$ cat src/ftsm_pkg.sv
// shared constants and the control type for the frame time trimmed mean smoother
package ftsm_pkg;

    localparam int WINDOW_LEN_DEF  = 11;
    localparam int SAMPLE_BITS_DEF = 24;
    localparam int FRAC_BITS       = 4;
    localparam int DROP_COUNT      = 4;

    typedef struct packed {
        logic clear;
        logic scan;
        logic commit;
    } ctl_t;

endpackage

$ cat src/ftsm_window.sv
// history window of smoothed values as a rotating shift register
module ftsm_window #(
    parameter int WINDOW_LEN = ftsm_pkg::WINDOW_LEN_DEF,
    parameter int VALUE_W    = ftsm_pkg::SAMPLE_BITS_DEF + ftsm_pkg::FRAC_BITS
) (
    input  logic               clk,
    input  logic               rst_n,
    input  ftsm_pkg::ctl_t     ctl,
    input  logic [VALUE_W-1:0] new_value,
    output logic [VALUE_W-1:0] head
);

    logic [VALUE_W-1:0] win_reg [WINDOW_LEN];

    assign head = win_reg[0];

    always_ff @(posedge clk or negedge rst_n)
    begin
        if (!rst_n)
        begin
            for (int i = 0; i < WINDOW_LEN; i++)
            begin
                win_reg[i] <= '0;
            end
        end
        else if (ctl.scan || ctl.commit)
        begin
            for (int i = 0; i < WINDOW_LEN - 1; i++)
            begin
                win_reg[i] <= win_reg[i + 1];
            end
            win_reg[WINDOW_LEN - 1] <= ctl.commit ? new_value : win_reg[0];
        end
    end

endmodule

$ cat src/ftsm_stats.sv
// running sum and two smallest / two largest tracker over the window scan
module ftsm_stats #(
    parameter int VALUE_W = ftsm_pkg::SAMPLE_BITS_DEF + ftsm_pkg::FRAC_BITS,
    parameter int SUM_W   = VALUE_W + 4
) (
    input  logic               clk,
    input  ftsm_pkg::ctl_t     ctl,
    input  logic [VALUE_W-1:0] sample,
    output logic [SUM_W-1:0]   trimmed
);

    logic [SUM_W-1:0]   sum_reg, sum_next;
    logic [VALUE_W-1:0] min1_reg, min1_next, min2_reg, min2_next;
    logic [VALUE_W-1:0] max1_reg, max1_next, max2_reg, max2_next;

    always_comb
    begin
        sum_next  = sum_reg;
        min1_next = min1_reg;
        min2_next = min2_reg;
        max1_next = max1_reg;
        max2_next = max2_reg;
        if (ctl.clear)
        begin
            sum_next  = '0;
            min1_next = '1;
            min2_next = '1;
            max1_next = '0;
            max2_next = '0;
        end
        else if (ctl.scan)
        begin
            sum_next = sum_reg + SUM_W'(sample);
            if (sample < min1_reg)
            begin
                min2_next = min1_reg;
                min1_next = sample;
            end
            else if (sample < min2_reg)
            begin
                min2_next = sample;
            end
            if (sample > max1_reg)
            begin
                max2_next = max1_reg;
                max1_next = sample;
            end
            else if (sample > max2_reg)
            begin
                max2_next = sample;
            end
        end
    end

    always_ff @(posedge clk)
    begin
        sum_reg  <= sum_next;
        min1_reg <= min1_next;
        min2_reg <= min2_next;
        max1_reg <= max1_next;
        max2_reg <= max2_next;
    end

    assign trimmed = sum_reg - SUM_W'(min1_reg) - SUM_W'(min2_reg)
                   - SUM_W'(max1_reg) - SUM_W'(max2_reg);

endmodule

$ cat src/ftsm_div.sv
// divider by a constant through reciprocal multiplication, one byte of the reciprocal per cycle
module ftsm_div #(
    parameter int SUM_W   = 32,
    parameter int VALUE_W = 28,
    parameter int DIVISOR = 7
) (
    input  logic               clk,
    input  logic               rst_n,
    input  logic               start,
    input  logic [SUM_W-1:0]   dividend,
    output logic               done,
    output logic [VALUE_W-1:0] quotient
);

    localparam int DIGIT_W = 8;
    localparam int LOG_D   = (DIVISOR > 1) ? $clog2(DIVISOR) : 0;
    localparam int SHIFT   = SUM_W + LOG_D;
    localparam int DIGITS  = (SUM_W + 1 + DIGIT_W - 1) / DIGIT_W;
    localparam int MAG_W   = DIGITS * DIGIT_W;
    localparam int ACC_W   = SUM_W + MAG_W;
    localparam int PART_W  = SUM_W + DIGIT_W;
    localparam int CW      = (DIGITS > 1) ? $clog2(DIGITS) : 1;
    localparam logic [63:0] RECIP =
        ((64'd1 << SHIFT) + 64'(DIVISOR - 1)) / 64'(DIVISOR);
    localparam logic [MAG_W-1:0] RECIP_V   = MAG_W'(RECIP);
    localparam logic [CW-1:0]    LAST_STEP = CW'(DIGITS - 1);

    logic [SUM_W-1:0]  num_reg, num_next;
    logic [MAG_W-1:0]  mag_reg, mag_next;
    logic [ACC_W-1:0]  acc_reg, acc_next;
    logic [CW-1:0]     cnt_reg, cnt_next;
    logic              run_reg, run_next;
    logic              done_reg, done_next;
    logic [PART_W-1:0] partial;

    assign partial = PART_W'(num_reg) * PART_W'(mag_reg[MAG_W-1 -: DIGIT_W]);

    always_comb
    begin
        num_next  = num_reg;
        mag_next  = mag_reg;
        acc_next  = acc_reg;
        cnt_next  = cnt_reg;
        run_next  = run_reg;
        done_next = 1'b0;
        if (start)
        begin
            num_next = dividend;
            mag_next = RECIP_V;
            acc_next = '0;
            cnt_next = '0;
            run_next = 1'b1;
        end
        else if (run_reg)
        begin
            acc_next = (acc_reg << DIGIT_W) + ACC_W'(partial);
            mag_next = mag_reg << DIGIT_W;
            cnt_next = cnt_reg + CW'(1);
            if (cnt_reg == LAST_STEP)
            begin
                run_next  = 1'b0;
                done_next = 1'b1;
            end
        end
    end

    always_ff @(posedge clk or negedge rst_n)
    begin
        if (!rst_n)
        begin
            cnt_reg  <= '0;
            run_reg  <= 1'b0;
            done_reg <= 1'b0;
        end
        else
        begin
            cnt_reg  <= cnt_next;
            run_reg  <= run_next;
            done_reg <= done_next;
        end
    end

    always_ff @(posedge clk)
    begin
        num_reg <= num_next;
        mag_reg <= mag_next;
        acc_reg <= acc_next;
    end

    assign done     = done_reg;
    assign quotient = acc_reg[SHIFT +: VALUE_W];

endmodule

$ cat src/frame_time_trimmed_mean_smoother_core.sv
// top level of the frame time trimmed mean smoother with its sequencer
//
//  channel  | dir | fields (tdata, lowest bit first)
//  s_axis   | in  | frame_time [SAMPLE_BITS-1:0], integer microseconds
//  m_axis   | out | smoothed_time [SAMPLE_BITS+3:0], Q.4 microseconds
//
//  an item runs a scan of the window through the sum/min/max tracker,
//  then a trim step, the reciprocal divider and a commit step, and then
//  the sequencer returns to idle to take the next item
//  reset clears the window to zeros and empties the output register
//  a stalled result holds in the output register; the next item is taken
//  meanwhile and waits at its commit step until the register frees
module frame_time_trimmed_mean_smoother_core #(
    parameter int WINDOW_LEN  = ftsm_pkg::WINDOW_LEN_DEF,
    parameter int SAMPLE_BITS = ftsm_pkg::SAMPLE_BITS_DEF
) (
    input  logic                                   clk,
    input  logic                                   rst_n,
    input  logic                                   s_axis_tvalid,
    output logic                                   s_axis_tready,
    input  logic [((SAMPLE_BITS+7)/8)*8-1:0]       s_axis_tdata,  // frame_time
    output logic                                   m_axis_tvalid,
    input  logic                                   m_axis_tready,
    output logic [((SAMPLE_BITS+4+7)/8)*8-1:0]     m_axis_tdata   // smoothed_time
);

    localparam int VALUE_W = SAMPLE_BITS + ftsm_pkg::FRAC_BITS;
    localparam int SUM_W   = VALUE_W + $clog2(WINDOW_LEN);
    localparam int KEPT    = WINDOW_LEN - ftsm_pkg::DROP_COUNT;
    localparam int OUT_W   = ((VALUE_W + 7) / 8) * 8;
    localparam int CNT_W   = $clog2(WINDOW_LEN);
    localparam logic [CNT_W-1:0] SCAN_LAST = CNT_W'(WINDOW_LEN - 1);

    localparam logic [2:0] ST_IDLE = 3'd0;
    localparam logic [2:0] ST_SCAN = 3'd1;
    localparam logic [2:0] ST_TRIM = 3'd2;
    localparam logic [2:0] ST_DIV  = 3'd3;
    localparam logic [2:0] ST_DONE = 3'd4;

    logic [2:0]         state_reg, state_next;
    logic [CNT_W-1:0]   cnt_reg, cnt_next;
    logic [VALUE_W-1:0] x_reg, x_next;
    logic               m_valid_reg, m_valid_next;
    logic [VALUE_W-1:0] m_data_reg, m_data_next;

    ftsm_pkg::ctl_t     ctl;
    logic               accept;
    logic [VALUE_W-1:0] head;
    logic [SUM_W-1:0]   trimmed;
    logic               div_done;
    logic [VALUE_W-1:0] quotient;
    logic [VALUE_W:0]   mid_sum;
    logic [VALUE_W-1:0] result;

    assign s_axis_tready = (state_reg == ST_IDLE);
    assign accept        = s_axis_tvalid && s_axis_tready;

    assign ctl.clear  = accept;
    assign ctl.scan   = (state_reg == ST_SCAN);
    assign ctl.commit = (state_reg == ST_DONE) && (!m_valid_reg || m_axis_tready);

    assign mid_sum = {1'b0, x_reg} + {1'b0, quotient};
    assign result  = mid_sum[VALUE_W:1];

    ftsm_window #(
        .WINDOW_LEN (WINDOW_LEN),
        .VALUE_W    (VALUE_W)
    ) u_window (
        .clk       (clk),
        .rst_n     (rst_n),
        .ctl       (ctl),
        .new_value (result),
        .head      (head)
    );

    ftsm_stats #(
        .VALUE_W (VALUE_W),
        .SUM_W   (SUM_W)
    ) u_stats (
        .clk     (clk),
        .ctl     (ctl),
        .sample  (head),
        .trimmed (trimmed)
    );

    ftsm_div #(
        .SUM_W   (SUM_W),
        .VALUE_W (VALUE_W),
        .DIVISOR (KEPT)
    ) u_div (
        .clk      (clk),
        .rst_n    (rst_n),
        .start    (state_reg == ST_TRIM),
        .dividend (trimmed),
        .done     (div_done),
        .quotient (quotient)
    );

    always_comb
    begin
        state_next   = state_reg;
        cnt_next     = cnt_reg;
        x_next       = x_reg;
        m_valid_next = m_valid_reg && !m_axis_tready;
        m_data_next  = m_data_reg;
        case (state_reg)
            ST_IDLE:
            begin
                if (accept)
                begin
                    x_next     = VALUE_W'(s_axis_tdata[SAMPLE_BITS-1:0]) << ftsm_pkg::FRAC_BITS;
                    cnt_next   = '0;
                    state_next = ST_SCAN;
                end
            end
            ST_SCAN:
            begin
                cnt_next = cnt_reg + CNT_W'(1);
                if (cnt_reg == SCAN_LAST)
                begin
                    state_next = ST_TRIM;
                end
            end
            ST_TRIM:
            begin
                state_next = ST_DIV;
            end
            ST_DIV:
            begin
                if (div_done)
                begin
                    state_next = ST_DONE;
                end
            end
            ST_DONE:
            begin
                if (ctl.commit)
                begin
                    m_valid_next = 1'b1;
                    m_data_next  = result;
                    state_next   = ST_IDLE;
                end
            end
            default:
            begin
                state_next = ST_IDLE;
            end
        endcase
    end

    always_ff @(posedge clk or negedge rst_n)
    begin
        if (!rst_n)
        begin
            state_reg   <= ST_IDLE;
            cnt_reg     <= '0;
            m_valid_reg <= 1'b0;
        end
        else
        begin
            state_reg   <= state_next;
            cnt_reg     <= cnt_next;
            m_valid_reg <= m_valid_next;
        end
    end

    always_ff @(posedge clk)
    begin
        x_reg      <= x_next;
        m_data_reg <= m_data_next;
    end

    assign m_axis_tvalid = m_valid_reg;
    assign m_axis_tdata  = OUT_W'(m_data_reg);

endmodule

$ cat config.mk
export PLATFORM = sky130hd
export DESIGN_NAME = frame_time_trimmed_mean_smoother_core
export DESIGN_NICKNAME = d
export VERILOG_FILES = /design/src/ftsm_pkg.sv /design/src/ftsm_window.sv /design/src/ftsm_stats.sv /design/src/ftsm_div.sv /design/src/frame_time_trimmed_mean_smoother_core.sv
export SDC_FILE = /design/constraint.sdc
export NUM_CORES = 2
export LEC_CHECK = 0
export ABC_AREA = 1
export BUFFER_PORTS_ARGS = -buffer_cell sky130_fd_sc_hd__buf_2
export CAP_MARGIN = 0
export CORE_ASPECT_RATIO = 1.4
export CORE_MARGIN = 3
export CORE_UTILIZATION = 59
export CTS_CLUSTER_SIZE = 10
export DETAILED_ROUTE_END_ITERATION = 8
export HOLD_SLACK_MARGIN = 0.1
export PLACE_DENSITY = 0.78
export SETUP_SLACK_MARGIN = 0.15
export SYNTH_ARGS = -nofsm -noshare
export SYNTH_HDL_FRONTEND = slang
export SYNTH_SLANG_ARGS = --single-unit
$ cat constraint.sdc
create_clock -name clk -period 4.18 [get_ports clk]
set_input_delay 0.627 -clock clk [delete_from_list [all_inputs] [get_ports clk]]
set_output_delay 0.627 -clock clk [all_outputs]
set_load 0.01 [all_outputs]
==> flow_metrics.env <==
export IMPL_cp_required_ps=4740
export IMPL_worst_path_max_fanout=7
export IMPL_maxSlewHeadroom_pct=34.06
export IMPL_die_area_um2=76680
export IMPL_routed_wl_mm=130.7
export IMPL_synth_seq_cells=622
export IMPL_p_leak_uw=0.02820
export IMPL_finalSetupViolCount=53
export IMPL_violations="negative setup slack"
export IMPL_maxCapViolCount=0
export IMPL_clkLatencyLatePin_ps=660
export IMPL_drt_vias_per_instance=5.538
export IMPL_clock_skew_ps=45.29
export IMPL_wl_per_cell_um=18.69
export IMPL_worst_setup_path_type="flop to flop"
export IMPL_tritoncts="yes"
export IMPL_fp_coreArea_um2=72130
export IMPL_power_density_nw_per_um2=242.6
export IMPL_slowest_stage="fa_1"
export IMPL_gp_congestion=1.012
export IMPL_min_path_type="input pin to flop"
export IMPL_outcome="finished with violations"
export IMPL_final_area_um2=50900
export IMPL_finalWorstSetupSlack_ps=-609.0
export IMPL_port_buffers=57
export IMPL_cts_buffers=74
export IMPL_gr_usage_all_layers_pct=32.74
export IMPL_drive_above_1_share_pct=15.77
export IMPL_num_fill_cells=5585
export IMPL_clock_path_buffers=3
export IMPL_post_route_drc_count=0
export IMPL_fmaxAchievable_mhz=208.8
export IMPL_synth_warnings=0
export IMPL_peakVddDrop_mv=0.3664
export IMPL_worstMarginPinSlew_ps=983.0
export IMPL_synth_seq_area_share_pct=34.43
export IMPL_nNetsFinal=6560
export IMPL_rsz0062_at_grt="true"
export IMPL_cts_root_buffer="clkbuf_16"
export IMPL_grt_start_max_net_pins=152
export IMPL_syn_inst=5786
export IMPL_initial_core_util_pct=59.99
export IMPL_dieHeight_um=326.4
export IMPL_cp_start_kind="flop"
export IMPL_clk_pin_slew_ps=60
export IMPL_placed_area_um2=46380
export IMPL_layout_min_cycle_time_ps=4789
export IMPL_synth_ff_type="dfrtp_1"
export IMPL_final_cell_mix="nand2_1, inv_1, dfrtp_1, nor2_1, nand3_1"
export IMPL_grt_pass1_vias=38735
export IMPL_detailroute_via_count=38741
export IMPL_fin_crit_sh_pct=114.6
export IMPL_postSynthAreaPerCell_um2=7.479
export IMPL_io_pins=62
export IMPL_largest_reg_flops=280
export IMPL_cts_sinks=622
export IMPL_drtIter0Drc=3055
export IMPL_cpMostUsedCell="nand2_1"
export IMPL_crit_arrival_ps=5350
export IMPL_synth_edff_count=84
export IMPL_grt_overflow=0
export IMPL_die_width_um=234.9
export IMPL_grt_pass1_wl_mm=200.1
export IMPL_area_delta_synth_final_pct=17.62
export IMPL_antenna_found_initial=3
export IMPL_cp_end_kind="flop"
export IMPL_drtPass1Iterations=6
export IMPL_hold_violations=0
export IMPL_final_max_slew_viol_count=0
export IMPL_mostFrequentLayoutCell="nand2_1"
export IMPL_drtAntennaViolNets=0
export IMPL_ys_async_sr_fraction_pct=51.61
export IMPL_dp_hpwl_mm=95.02
export IMPL_slowest_delay_ps=530
export IMPL_synth_cell_type_count=47
export IMPL_setup_tns_final_ps=-20220
export IMPL_htree_levels=3
export IMPL_netlist_area_um2=43270
export IMPL_num_rows=116
-- per-layer routing --
layer  global-route usage [%]  up-vias  share of wire, %
met5                        0        -            0.0061
met4                    21.11        2               7.7
met3                    4.273      565               5.8
met2                    58.02     1465                50
met1                    37.16    18400                36
li1                         -    18309                 -
-- layout make-up --
| cell class | count | area [um2] | share of cell area, % |
|---|---|---|---|
| inverters | 970 | 3659 | 7.188 |
| well taps | 944 | 1181 | 2.321 |
| diodes | 1 | 2.502 | 0.004917 |
| multi-input cells | 4011 | 26180 | 51.43 |
| clock buffers | 116 | 2049 | 4.027 |
| flip-flops and latches | 622 | 14920 | 29.31 |
| repair buffers | 321 | 2683 | 5.271 |
| clock inverters | 10 | 229.0 | 0.4499 |
-- worst max-delay path, delay by kind of cell, from the launching register on --
| family | cells | cell delay, ps |
|---|---|---|
| adder cells (fa/ha/maj) | 5 | 2290 |
| flip-flops | 1 | 470 |
| AND/OR/NAND/NOR | 13 | 1290 |
| buffers and inverters | 7 | 630 |
-- cell usage after synthesis (84+ instances only) --
library cell / instances / share of area [%]
nand2_1: 1979 / 17
edfxtp_1: 84 / 5.8
nand3_1: 332 / 3.8
ha_1: 264 / 7.6
clkbuf_1: 91 / 0.79
o21ai_0: 234 / 2.7
dfxtp_1: 217 / 10
dfrtp_1: 321 / 19
fa_1: 268 / 12
a21oi_1: 243 / 2.8
inv_1: 968 / 8.4
nor2_1: 362 / 3.1
-- power breakdown --
part | switching (uW) | internal, uW
Clock | 2700 | 3470
Combinational | 66.8 | 16.2
Sequential | 0.0000000000000805 | 6090
-- worst paths after layout --
check,startpoint,to,slack [ps],cells past startpoint
worst max-delay path,u_div.mag_reg[36],u_div.acc_reg[40],-610,25
worst min-delay path,s_axis_tdata[13],x_reg[17],140,1
worst max register to register,u_div.mag_reg[36],u_div.acc_reg[40],-610,25
worst min register to register,u_div.mag_reg[23],u_div.mag_reg[23],460,2
max in group asynchronous,rst_n,u_div.run_reg,2590,3
min in group asynchronous,rst_n,u_window.win_reg[72],650,2
-- what timing repair did --
| action | 4_1_cts | 5_1_grt |
|---|---|---|
| setup endpoints to repair | 66 | 73 |
| hold buffers | 1 | 0 |
| gates resized for setup | 91 | 444 |
| buffers inserted | 7 | 34 |
| pin swaps | 9 | 196 |
| hold endpoints to repair | 36 | 0 |
| gates cloned | 2 | 4 |
-- kinds of logic (layout without fill, tap and decap cells) --
family	Yosys count	in the layout	synth area share, %
compound gates	596	596	7.532
xor+xnor	78	78	1.579
fa+ha+maj	532	532	20.03
buf+inv	1156	1417	10.44
flops	622	622	34.43
other cells	1	5	0.008666
simple gates	2801	2801	25.98
-- stage by stage --
step	util (%)	hold slack [ps]	total power [uW]	std cells	setup slack, ps
floorplan	-	331.4	6218	5789	0.1452
detailed placement	64.30	444.4	6298	6820	-672.5
finish	70.56	141.9	12350	6995	-609.0
CTS	68.13	108.9	12450	6956	-466.3
global route	70.56	128.4	12700	6995	-781.6
global placement	64.30	439.4	6299	6820	-641.2
Power figures use the tool's default switching activity.
